## config.mk

```make
export PLATFORM = sky130hd
export DESIGN_NAME = ssp_serial_port_fifo_top
export DESIGN_NICKNAME = d
export VERILOG_FILES = /design/src/ssp_pkg.sv /design/src/ssp_serial_port_fifo_top.sv
export SDC_FILE = /design/constraint.sdc
export NUM_CORES = 1
export LEC_CHECK = 0
export BUFFER_PORTS_ARGS = -buffer_cell sky130_fd_sc_hd__clkbuf_2
export CAP_MARGIN = 5
export CORE_MARGIN = 4
export CORE_UTILIZATION = 30
export DETAILED_ROUTE_END_ITERATION = 10
export GPL_TIMING_DRIVEN = 0
export MAX_ROUTING_LAYER = met4
export PLACE_DENSITY = 0.54
export SLEW_MARGIN = 20
export SYNTH_ARGS = -nofsm -noshare
export SYNTH_HDL_FRONTEND = slang
export SYNTH_SLANG_ARGS = --single-unit
export TNS_END_PERCENT = 50
```

## constraint.sdc

```tcl
create_clock -name clk_i -period 6.1 [get_ports clk_i]
set_input_delay 0.305 -clock clk_i [delete_from_list [all_inputs] [get_ports clk_i]]
set_output_delay 0.305 -clock clk_i [all_outputs]
set_load 0.05 [all_outputs]
```

## src/ssp_pkg.sv

```systemverilog
// ----------------------------------------------------------------------------
// ssp_pkg: shared definitions for the synchronous serial port
// Register offsets, request kinds, status bit positions and reset values.
// ----------------------------------------------------------------------------
package ssp_pkg;

  // Default FIFO depth, in 16-bit words.
  localparam int unsigned FIFO_DEPTH_DEF = 16;

  // Request kinds carried on the input tuser.
  typedef enum logic [1:0] {
    OP_READ  = 2'd0,
    OP_WRITE = 2'd1,
    OP_TICK  = 2'd2
  } op_e;

  // Word offsets of the bus registers.
  localparam logic [13:0] REG_CTRL0  = 14'd0;
  localparam logic [13:0] REG_CTRL1  = 14'd1;
  localparam logic [13:0] REG_STATUS = 14'd2;
  localparam logic [13:0] REG_DATA   = 14'd4;

  // Status register bit positions.
  localparam int unsigned ST_TNF  = 2;   // transmit not full
  localparam int unsigned ST_RNE  = 3;   // receive not empty
  localparam int unsigned ST_BSY  = 4;   // busy
  localparam int unsigned ST_TFS  = 5;   // transmit at or below threshold
  localparam int unsigned ST_RFS  = 6;   // receive level above threshold
  localparam int unsigned ST_ROR  = 7;   // receive overrun
  localparam int unsigned ST_TFL  = 8;   // transmit level, 4 bits
  localparam int unsigned ST_RFL  = 12;  // receive level minus one, 4 bits

  localparam logic [15:0] STATUS_RESET = 16'h0024;

  // Control one bit positions.
  localparam int unsigned C1_RIE   = 0;
  localparam int unsigned C1_TIE   = 1;
  localparam int unsigned C1_LBM   = 2;
  localparam int unsigned C1_TFT   = 6;   // transmit threshold, 4 bits
  localparam int unsigned C1_RFT   = 10;  // receive threshold, 4 bits

  // Result word shown on the output stream.
  typedef struct packed {
    logic [4:0]  word_bits;
    logic [15:0] tx_word;
    logic        tx_valid;
    logic        busy_res;
    logic        dma_tx_req;
    logic        dma_rx_req;
    logic        irq;
    logic        access_ok;
    logic [31:0] rdata;
  } result_t;

endpackage

```

## src/ssp_serial_port_fifo_top.sv

```systemverilog
// ----------------------------------------------------------------------------
// ssp_serial_port_fifo_top: synchronous serial port with transmit/receive FIFOs
// Bus register file, two ring FIFOs and the transfer tick, one request a cycle while results are taken.
// ----------------------------------------------------------------------------
// Usage:
// Each request on the slave stream is a bus read, a bus write or a transfer
// tick, selected by s_axis_tuser_i. Every request produces exactly one result
// on the master stream, in order. The result carries the read data, the decode
// flag, the interrupt and DMA lines, the busy bit and, for a tick, the word
// shifted out to the serial partner together with the frame size.
// The work for a request is done in the cycle it is accepted, so its result
// appears on the master stream in the cycle after. A new request can be accepted
// every cycle; the rate is one request per cycle, set by the single result
// register. When the receiver stalls, the held result stays in the result
// register and new requests are refused until that result is taken.
// Reset clears the control registers, empties both FIFOs, sets the status
// register to transmit-not-full and transmit-below-threshold and raises the
// transmit DMA request. FIFO storage is not cleared; only written entries
// are ever read.
module ssp_serial_port_fifo_top #(
  parameter int unsigned FIFO_DEPTH = ssp_pkg::FIFO_DEPTH_DEF
) (
  input  logic        clk_i,
  input  logic        rst_ni,
  input  logic        s_axis_tvalid_i,
  output logic        s_axis_tready_o,
  // [13:0] reg_index, [45:14] wdata, [61:46] partner_reply, [63:62] zero
  input  logic [63:0] s_axis_tdata_i,
  // [1:0] op
  input  logic [1:0]  s_axis_tuser_i,
  output logic        m_axis_tvalid_o,
  input  logic        m_axis_tready_i,
  // [31:0] rdata, [32] access_ok, [33] irq, [34] dma_rx_req, [35] dma_tx_req,
  // [36] busy_res, [37] tx_valid, [53:38] tx_word, [58:54] word_bits,
  // [63:59] zero
  output logic [63:0] m_axis_tdata_o
);

  localparam int unsigned PtrW = (FIFO_DEPTH > 1) ? $clog2(FIFO_DEPTH) : 1;
  localparam int unsigned CntW = $clog2(FIFO_DEPTH + 1);
  localparam logic [CntW-1:0] CntFull = CntW'(FIFO_DEPTH);
  localparam logic [PtrW-1:0] PtrLast = PtrW'(FIFO_DEPTH - 1);

  // Ring pointer advance with wrap at the FIFO depth.
  function automatic logic [PtrW-1:0] ptr_next(input logic [PtrW-1:0] p);
    logic [PtrW-1:0] r;
    if (p == PtrLast) begin
      r = '0;
    end else begin
      r = p + 1'b1;
    end
    return r;
  endfunction

  // Request fields.
  ssp_pkg::op_e op;
  logic [13:0]  reg_index;
  logic [31:0]  wdata;
  logic [15:0]  partner_reply;

  assign op            = ssp_pkg::op_e'(s_axis_tuser_i);
  assign reg_index     = s_axis_tdata_i[13:0];
  assign wdata         = s_axis_tdata_i[45:14];
  assign partner_reply = s_axis_tdata_i[61:46];

  // Architectural state.
  logic [31:0]     ctrl0_q, ctrl0_d;
  logic [31:0]     ctrl1_q, ctrl1_d;
  logic [15:0]     status_q, status_d;
  logic [CntW-1:0] tx_cnt_q, tx_cnt_d, rx_cnt_q, rx_cnt_d;
  logic [PtrW-1:0] tx_head_q, tx_head_d, tx_tail_q, tx_tail_d;
  logic [PtrW-1:0] rx_head_q, rx_head_d, rx_tail_q, rx_tail_d;
  logic            irq_q, irq_d;
  logic            rx_req_q, rx_req_d;
  logic            tx_req_q, tx_req_d;

  // FIFO storage: written at the tail, read at the head.
  logic [15:0] tx_mem [FIFO_DEPTH];
  logic [15:0] rx_mem [FIFO_DEPTH];
  logic        tx_we, rx_we;
  logic [15:0] tx_wdata, rx_wdata;

  // Result register.
  logic              out_valid_q;
  ssp_pkg::result_t  out_q, res;

  logic accept;
  logic tx_chg, rx_chg;
  logic [4:0] tx_lvl, rx_lvl;

  // The result register frees up when its word is taken in the same cycle.
  assign s_axis_tready_o = !out_valid_q || m_axis_tready_i;
  assign accept          = s_axis_tvalid_i && s_axis_tready_o;

  assign tx_lvl = 5'(tx_cnt_d);
  assign rx_lvl = 5'(rx_cnt_d) - 5'd1;

  always_comb begin
    ctrl0_d   = ctrl0_q;
    ctrl1_d   = ctrl1_q;
    status_d  = status_q;
    tx_cnt_d  = tx_cnt_q;
    rx_cnt_d  = rx_cnt_q;
    tx_head_d = tx_head_q;
    tx_tail_d = tx_tail_q;
    rx_head_d = rx_head_q;
    rx_tail_d = rx_tail_q;
    irq_d     = irq_q;
    rx_req_d  = rx_req_q;
    tx_req_d  = tx_req_q;
    tx_we     = 1'b0;
    rx_we     = 1'b0;
    tx_wdata  = wdata[15:0];
    rx_wdata  = partner_reply;
    tx_chg    = 1'b0;
    rx_chg    = 1'b0;
    res       = '0;

    unique case (op)
      ssp_pkg::OP_READ, ssp_pkg::OP_WRITE: begin
        res.access_ok = 1'b1;
        unique case (reg_index)
          ssp_pkg::REG_CTRL0: begin
            if (op == ssp_pkg::OP_WRITE) begin
              ctrl0_d = wdata;
            end else begin
              res.rdata = ctrl0_q;
            end
          end
          ssp_pkg::REG_CTRL1: begin
            if (op == ssp_pkg::OP_WRITE) begin
              ctrl1_d = wdata;
            end else begin
              res.rdata = ctrl1_q;
            end
          end
          ssp_pkg::REG_STATUS: begin
            if (op == ssp_pkg::OP_WRITE) begin
              status_d[ssp_pkg::ST_ROR] = wdata[ssp_pkg::ST_ROR];
            end else begin
              res.rdata = {16'd0, status_q};
            end
          end
          ssp_pkg::REG_DATA: begin
            if (op == ssp_pkg::OP_WRITE) begin
              // A write to a full transmit FIFO is dropped.
              if (tx_cnt_q != CntFull) begin
                status_d[ssp_pkg::ST_BSY] = 1'b1;
                tx_we     = 1'b1;
                tx_tail_d = ptr_next(tx_tail_q);
                tx_cnt_d  = tx_cnt_q + 1'b1;
                tx_chg    = 1'b1;
              end
            end else if (rx_cnt_q != '0) begin
              res.rdata = {16'd0, rx_mem[rx_head_q]};
              rx_head_d = ptr_next(rx_head_q);
              rx_cnt_d  = rx_cnt_q - 1'b1;
              rx_chg    = 1'b1;
            end
          end
          default: begin
            res.access_ok = 1'b0;
          end
        endcase
      end
      ssp_pkg::OP_TICK: begin
        if (tx_cnt_q == '0) begin
          status_d[ssp_pkg::ST_BSY] = 1'b0;
        end else begin
          res.tx_valid = 1'b1;
          res.tx_word  = tx_mem[tx_head_q];
          tx_head_d    = ptr_next(tx_head_q);
          tx_cnt_d     = tx_cnt_q - 1'b1;
          tx_chg       = 1'b1;
          if (ctrl1_q[ssp_pkg::C1_LBM]) begin
            rx_wdata = tx_mem[tx_head_q];
          end
          // With the receive FIFO full the word is lost and overrun is flagged.
          if (rx_cnt_q == CntFull) begin
            status_d[ssp_pkg::ST_ROR] = 1'b1;
          end else begin
            rx_we     = 1'b1;
            rx_tail_d = ptr_next(rx_tail_q);
            rx_cnt_d  = rx_cnt_q + 1'b1;
            rx_chg    = 1'b1;
          end
        end
      end
      default: begin
      end
    endcase

    // Level, threshold, DMA and interrupt lines follow only FIFO changes.
    if (tx_chg) begin
      status_d[ssp_pkg::ST_TNF] = (tx_cnt_d != CntFull);
      status_d[ssp_pkg::ST_TFL +: 4] = tx_lvl[3:0];
      status_d[ssp_pkg::ST_TFS] = (tx_lvl <= {1'b0, ctrl1_q[ssp_pkg::C1_TFT +: 4]});
      tx_req_d = status_d[ssp_pkg::ST_TFS];
    end
    if (rx_chg) begin
      status_d[ssp_pkg::ST_RNE] = (rx_cnt_d != '0);
      status_d[ssp_pkg::ST_RFL +: 4] = rx_lvl[3:0];
      status_d[ssp_pkg::ST_RFS] =
        (5'(rx_cnt_d) > {1'b0, ctrl1_q[ssp_pkg::C1_RFT +: 4]});
      rx_req_d = status_d[ssp_pkg::ST_RFS];
    end
    if (tx_chg || rx_chg) begin
      irq_d = (status_d[ssp_pkg::ST_RFS] && ctrl1_q[ssp_pkg::C1_RIE]) ||
              (status_d[ssp_pkg::ST_TFS] && ctrl1_q[ssp_pkg::C1_TIE]);
    end

    res.irq        = irq_d;
    res.dma_rx_req = rx_req_d;
    res.dma_tx_req = tx_req_d;
    res.busy_res   = status_d[ssp_pkg::ST_BSY];
    res.word_bits  = 5'd1 + {1'b0, ctrl0_d[3:0]};
  end

  always_ff @(posedge clk_i or negedge rst_ni) begin
    if (!rst_ni) begin
      ctrl0_q   <= '0;
      ctrl1_q   <= '0;
      status_q  <= ssp_pkg::STATUS_RESET;
      tx_cnt_q  <= '0;
      rx_cnt_q  <= '0;
      tx_head_q <= '0;
      tx_tail_q <= '0;
      rx_head_q <= '0;
      rx_tail_q <= '0;
      irq_q     <= 1'b0;
      rx_req_q  <= 1'b0;
      tx_req_q  <= 1'b1;
    end else if (accept) begin
      ctrl0_q   <= ctrl0_d;
      ctrl1_q   <= ctrl1_d;
      status_q  <= status_d;
      tx_cnt_q  <= tx_cnt_d;
      rx_cnt_q  <= rx_cnt_d;
      tx_head_q <= tx_head_d;
      tx_tail_q <= tx_tail_d;
      rx_head_q <= rx_head_d;
      rx_tail_q <= rx_tail_d;
      irq_q     <= irq_d;
      rx_req_q  <= rx_req_d;
      tx_req_q  <= tx_req_d;
    end
  end

  // FIFO storage needs no reset.
  always_ff @(posedge clk_i) begin
    if (accept && tx_we) begin
      tx_mem[tx_tail_q] <= tx_wdata;
    end
    if (accept && rx_we) begin
      rx_mem[rx_tail_q] <= rx_wdata;
    end
  end

  always_ff @(posedge clk_i or negedge rst_ni) begin
    if (!rst_ni) begin
      out_valid_q <= 1'b0;
    end else if (accept) begin
      out_valid_q <= 1'b1;
    end else if (m_axis_tready_i) begin
      out_valid_q <= 1'b0;
    end
  end

  always_ff @(posedge clk_i) begin
    if (accept) begin
      out_q <= res;
    end
  end

  assign m_axis_tvalid_o = out_valid_q;
  assign m_axis_tdata_o  = {5'd0, out_q};

endmodule
```

---- Yosys cells after proc, flatten, opt, wreduce, memory -nomap -nowiden ----
Memory sizes are Yosys's and may differ from the RTL's.
Cells that the tools add are included.
operators by class
  bitwise operators ....................... 4
  multiplexer cells ....................... 63
  magnitude comparators ................... 2
  equal/unequal tests ..................... 16
  reductions and logical operators ........ 28
  $add $sub $neg .......................... 10
operators by type and width
  cell                 number
  $pmux 32 s4          1
  $mux 16              6
  $mux 32              2
  $mux 5               9
  $mux 1               32
  $mux 4               7
  $pmux 5 s2           2
  $add 4x1->4 const B  4
  $eq 4x4->1 const B   4
  $eq 14x1->1 const B  1
  $eq 14x2->1 const B  1
  $eq 14x3->1 const B  1
  $logic_not 14->1     1
  $reduce_and 4->1     3
  $add 5x1->5 const B  2
  $ne 5x5->1 const B   2
  $reduce_and 5->1     2
  $reduce_bool 5->1    2
  $sub 5x1->5 const B  2
  $pmux 1 s2           4
  $ne 2x2->1 const B   3
  $reduce_and 6->1     1
  $add 1x4->5 const A  1
  $eq 5x5->1 const B   1
  other kinds (17)     29
storage, ports and cells
  memories ................................ 2
  RAM bits ................................ 512
  word-level logic and storage cells ...... 151
  input port bits ......................... 70
  output and inout port bits .............. 66
  bits in registers ....................... 167
memories
  memory  words  bits a word  read ports  clocked after Yosys merged registers in  write ports  line                            RTL
  rx_mem  16     16           1           0                                        1            ssp_serial_port_fifo_top.sv:79  logic [15:0] rx_mem [FIFO_DEPTH];
  tx_mem  16     16           1           0                                        1            ssp_serial_port_fifo_top.sv:78  logic [15:0] tx_mem [FIFO_DEPTH];

---- Depth between registers and ports, before layout ----
  word-level depth ........................ 10
  depth in mapped cells ................... 16
  depth with buffers taken out ............ 16

---- Worst setup path after synthesis ----
OpenSTA, ideal clock, no wires.
  path type ............................... reg2reg
  start point ............................. reg out_valid_q, in the netlist m_axis_tvalid_o
  end point ............................... mem tx_mem[1][0], enable pin
  cell stages (with the launch flop) ...... 10
  path slack .............................. 667 ps
  arrival ................................. 5024 ps
  library setup time ...................... 409 ps
  data required time ...................... 5691 ps
  buffers on the path ..................... 2
  period minus slack after synthesis ...... 5433 ps
  cell sequence ........................... dfrtp_1 -> nand2b_1 -> nand2_1 -> inv_1 -> clkbuf_1 -> nand2_1 -> nor2_1 -> clkbuf_1 -> nand2_1 -> nor3_1
on the way
  longest elaborated chain between the ends .. 6
RTL lines
  element                       line                             RTL
  from (decl)                   ssp_serial_port_fifo_top.sv:84   logic out_valid_q;
  from (signal assigned)        ssp_serial_port_fifo_top.sv:261  out_valid_q <= 1'b0;
  from (signal assigned)        ssp_serial_port_fifo_top.sv:263  out_valid_q <= 1'b1;
  from (signal assigned)        ssp_serial_port_fifo_top.sv:265  out_valid_q <= 1'b0;
  $logic_not 1->1               ssp_serial_port_fifo_top.sv:92   assign s_axis_tready_o = !out_valid_q || m_axis_tready_i;
  $logic_or 1x1->1              ssp_serial_port_fifo_top.sv:92
  via s_axis_tready_o           ssp_serial_port_fifo_top.sv:26   output logic s_axis_tready_o,
  $logic_and 1x1->1             ssp_serial_port_fifo_top.sv:93   assign accept = s_axis_tvalid_i && s_axis_tready_o;
  via accept                    ssp_serial_port_fifo_top.sv:87   logic accept;
  $logic_and 1x1->1             ssp_serial_port_fifo_top.sv:251  if (accept && tx_we) begin
  $mux 1                        ssp_serial_port_fifo_top.sv:251
  $mux 1 (implied by the code)  ssp_serial_port_fifo_top.sv:252  tx_mem[tx_tail_q] <= tx_wdata;
  to (decl)                     ssp_serial_port_fifo_top.sv:78
The timed path passes the listed nets, and every way through them passes these cells.

---- Worst setup path after layout ----
  start point ............................. reg tx_cnt_q[0]
  end point ............................... reg out_q (netlist bit m_axis_tdata_o[33]) (data pin)
on the way
  longest elaborated chain between the ends .. 10
  elaborated cells on any way between the ends .. 27
  those cells by class .................... add/sub (2); order compare (2); eq/ne (1); mux (17); reduce/logical (5)
RTL lines
  element                                    line                                                              RTL
  from (decl)                                ssp_serial_port_fifo_top.sv:70                                    logic [CntW-1:0] tx_cnt_q, tx_cnt_d, rx_cnt_q, rx_cnt_d;
  from (signal assigned)                     ssp_serial_port_fifo_top.sv:237                                   tx_cnt_q <= tx_cnt_d;
  $add 5x1->5 or $ne 5x5->1 (tied branches)  ssp_serial_port_fifo_top.sv:151, ssp_serial_port_fifo_top.sv:147
  $mux 5                                     ssp_serial_port_fifo_top.sv:147                                   if (tx_cnt_q != CntFull) begin
  $mux 5                                     ssp_serial_port_fifo_top.sv:145                                   if (op == ssp_pkg::OP_WRITE) begin
  $mux 5                                     ssp_serial_port_fifo_top.sv:122                                   unique case (reg_index)
  $pmux 5 s2 (*)                             ssp_serial_port_fifo_top.sv:119                                   unique case (op)
  via tx_cnt_d[1]                            ssp_serial_port_fifo_top.sv:70
  $le 5x4->1 (*)                             ssp_serial_port_fifo_top.sv:197                                   status_d[ssp_pkg::ST_TFS] = (tx_lvl <= {1'b0, ctrl1_q[ssp_pkg::C1_TFT +: 4]});
  $mux 1 (*)                                 ssp_serial_port_fifo_top.sv:194                                   if (tx_chg) begin
  $logic_and 1x1->1 (*)                      ssp_serial_port_fifo_top.sv:209                                   (status_d[ssp_pkg::ST_TFS] && ctrl1_q[ssp_pkg::C1_TIE]);
  $logic_or 1x1->1 (*)                       ssp_serial_port_fifo_top.sv:208                                   irq_d = (status_d[ssp_pkg::ST_RFS] && ctrl1_q[ssp_pkg::C1_RIE]) ||
  $mux 1 (*)                                 ssp_serial_port_fifo_top.sv:207                                   if (tx_chg || rx_chg) begin
  via irq_d                                  ssp_serial_port_fifo_top.sv:73                                    logic irq_q, irq_d;
  to (signal assigned)                       ssp_serial_port_fifo_top.sv:271                                   out_q <= res;
  to (decl)                                  ssp_serial_port_fifo_top.sv:85                                    ssp_pkg::result_t out_q, res;
Mark *: on every way through the listed nets, which the timed path passes. The rest lies on a longest branch.
A chain may end at the register's enable or synchronous reset.

==> flow_summary.ini <==
[hold_path]
hold_path.class = primary input to flop

[drt]
num_vias = 14810
drt-wirelength-per-cell_um = 23.79
ant_nets = 0
drt-total-wl_um = 71400
vias_per_cell = 4.933
drc_errors = 0
firstDrtPassIters = 7
first_iter_violations = 1492

[clock_tree]
clk_pin_slew_ns = 0.06
cts_buffer_depth = 3
post_cts_buffers = 0
clock-sinks = 679
htreeDepth = 3
cts_tree = yes
clock_latency_ns = 0.64
cts_root_buf = clkbuf_16
cts-buffers-inserted = 74

[timing]
hold_viol_final = 0
period_share_pct = 72.40
timing.fmax_mhz = 226.4
rsz0062_at_grt = no
maxSlewViolCount = 0
tightest_slew_ns = 1.029
whs_ns = 0.1746
slew_headroom_pct = 31.43
fin_skew_ns = 0.03763
setup_viol = 0
period_needed_ns = 4.417
finalSetupTns_ns = 0

[die]
die_area_mm2 = 0.09703
io_pins = 136
dieHeight_um = 311.5
initial_utilization_pct = 30.19
die_x_um = 311.5
rows = 111
core-area_mm2 = 0.09152

[yosys]
synth_area_mm2 = 0.02763
synth-seq-area-share_pct = 71.84
async_flop_share_pct = 15.91
synth_seq_cells = 679
yosys_warnings = 0
syn_avg_cell_area_um2 = 18.48
synth_cells = 1495
synthFlopType = edfxtp_1
synth_edf_count = 571
ys_types = 65

[setup_path]
crit_path_start_kind = flop
r2r_slack_ns = 1.68
cp.arrival_ns = 4.89
crit_type = flop to flop
end_kind = flop
worstPathMaxFanout = 6
endpoint = m_axis_tdata_o[33]$_DFFE_PP_
r2r_start = tx_cnt_q[0]$_DFFE_PN0P_
startpoint = tx_cnt_q[0]$_DFFE_PN0P_
worstPathRequired_ns = 6.57
r2r-end = m_axis_tdata_o[33]$_DFFE_PP_
r2r_cells = 16

[final_layout]
mostFrequentLayoutCells = edfxtp_1 (571), mux4_2 (160), clkbuf_2 (131), dfrtp_1 (105), nand2_1 (82)
final_common_cell = edfxtp_1
fillCellCount = 8445
instances_no_fill = 3001
area_growth_pct = 19.09
nNetsFinal = 1845
drive_above_1_share_pct = 31.90
final_cell_area_mm2 = 0.03291

[flow_run]
drv_cap = 0

[grt]
grt_usage_pct = 15.13
grt_pass1_wl_um = 105100
grt_max_degree = 58
antenna_found_initial = 7
grt_pass1_vias = 15460
gr-total-overflow = 0

[placement]
dp.cells = 2841
io_buffers = 127
place_hpwl_um = 49640
place_area_mm2 = 0.03030
place_congestion = 0.7813

[power]
power.total_uw = 11670
p_per_area_mw_per_mm2 = 354.6
ir_drop_mv = 0.2160
p_leak_uw = 0.01126

[outcome]
status = completed
stage by stage:
stage               util [%]  setup slack [ns]
detailed placement     33.11             1.777
global route           35.96             1.362
CTS                    35.93             1.741
floorplan                  -            0.6670
finish                 35.96             1.683
global placement       32.53            -1.951
cell type report:
| type | count | area (um^2) | share of cell area, % |
|---|---|---|---|
| clock inverter | 42 | 412.9 | 1.255 |
| inverter | 25 | 93.84 | 0.2851 |
| multi-input combinational | 705 | 7485 | 22.74 |
| tap | 1186 | 1484 | 4.509 |
| sequential | 679 | 19850 | 60.32 |
| buffer | 90 | 404.1 | 1.228 |
| timing repair buffer | 175 | 1179 | 3.581 |
| clock buffer | 93 | 1984 | 6.030 |
| antenna | 6 | 15.01 | 0.04562 |
cells in the mapped netlist, drive strengths merged, types with 3 or more instances:
master    n  share of area [%]
a21o      6               0.16
a21oi    17               0.31
a22o      4               0.13
a22oi    31               0.84
a31oi     5               0.14
and2     20               0.45
and3      9               0.22
and4      3              0.095
buf      37               0.71
clkbuf   53               0.72
dfrtp   105                9.5
dfstp     3               0.29
edfxtp  571                 62
ha       25                1.1
inv      25               0.34
mux2     76                3.1
mux2i    17               0.62
mux4    160                 13
nand2    82                1.1
nand2b   10               0.23
nand3    17               0.31
nand4     5               0.11
nor2     77                1.0
nor2b     7               0.16
nor3     14               0.25
nor4      6               0.20
nor4b     4               0.13
o21ai    53               0.96
o31ai     7               0.23
or3       5               0.11
xnor2    10               0.32
power breakdown:
group          total (uW)  leakage, uW  switching (uW)  internal [uW]
clock network        4370      0.00116            1900           2480
logic                2020      0.00351            1210            810
registers            5280      0.00659            90.6           5190
total               11700       0.0113            3200           8470
kinds of logic (layout without fill, tap and decap cells):
kind of cell / Yosys count / count (layout) / synth area share [%]
compound gates: 141 / 141 / 3.355
xor+xnor: 12 / 12 / 0.3803
fa+ha+maj: 25 / 25 / 1.132
buf+inv: 115 / 425 / 1.766
flops: 679 / 679 / 71.84
mux: 253 / 253 / 16.75
other cells: 1 / 11 / 0.01357
simple gates: 269 / 269 / 4.759
timing repair:
item / 4_1_cts / 5_1_grt
resized for setup: 0 / 0
hold buffers: 19 / 0
hold endpoints to repair: 84 / 0
how the worst min path moves through the flow:
stage                               from                 endpoint  slack [ns]  cells past startpoint
global placement    rx_req_q$_DFFE_PN0P_     rx_req_q$_DFFE_PN0P_        0.46                      1
floorplan                         rst_ni   ctrl0_q[0]$_DFFE_PN0P_       0.009                      0
detailed placement                rst_ni  ctrl1_q[24]$_DFFE_PN0P_        0.31                      1
CTS                   s_axis_tdata_i[22]   tx_mem[1][8]$_DFFE_PP_        0.15                      1
finish                s_axis_tdata_i[22]   tx_mem[1][8]$_DFFE_PP_        0.17                      1
global route          s_axis_tdata_i[22]   tx_mem[1][8]$_DFFE_PP_        0.19                      1
per-layer routing:
metal | vias up | wire, um | part of all wire [%] | GRT usage [%]
li1 | 6485 | - | - | -
met1 | 7770 | 29760 | 42 | 19.24
met2 | 469 | 35430 | 50 | 24.89
met3 | 81 | 4752 | 6.7 | 3.159
met4 | 0 | 1451 | 2.0 | 3.862
met5 | - | 0 | 0 | -
flip-flops by register name (all words and copies together) (netlist names), 5 cells and up:
| name | count |
|---|---|
| status_q | 14 |
| m_axis_tdata_o | 59 |
| rx_mem | 256 |
| tx_cnt_q | 5 |
| rx_cnt_q | 5 |
| ctrl0_q | 32 |
| ctrl1_q | 32 |
| tx_mem | 256 |
critical path: stages, from the launching register on:
cell      delay (ns)
dfrtp_1         0.46
inv_1           0.17
ha_1            0.26
or4b_4          0.54
nand2_1         0.28
inv_2           0.15
o21ai_1         0.15
a21oi_1         0.08
a311oi_1        0.68
inv_1           0.10
ha_1            0.32
nor2b_1         0.13
o21ai_0         0.14
a21oi_1         0.10
a211o_1         0.30
o221a_2         0.29
nor2_1          0.11
Note: power is estimated with default switching activity, not from simulation.
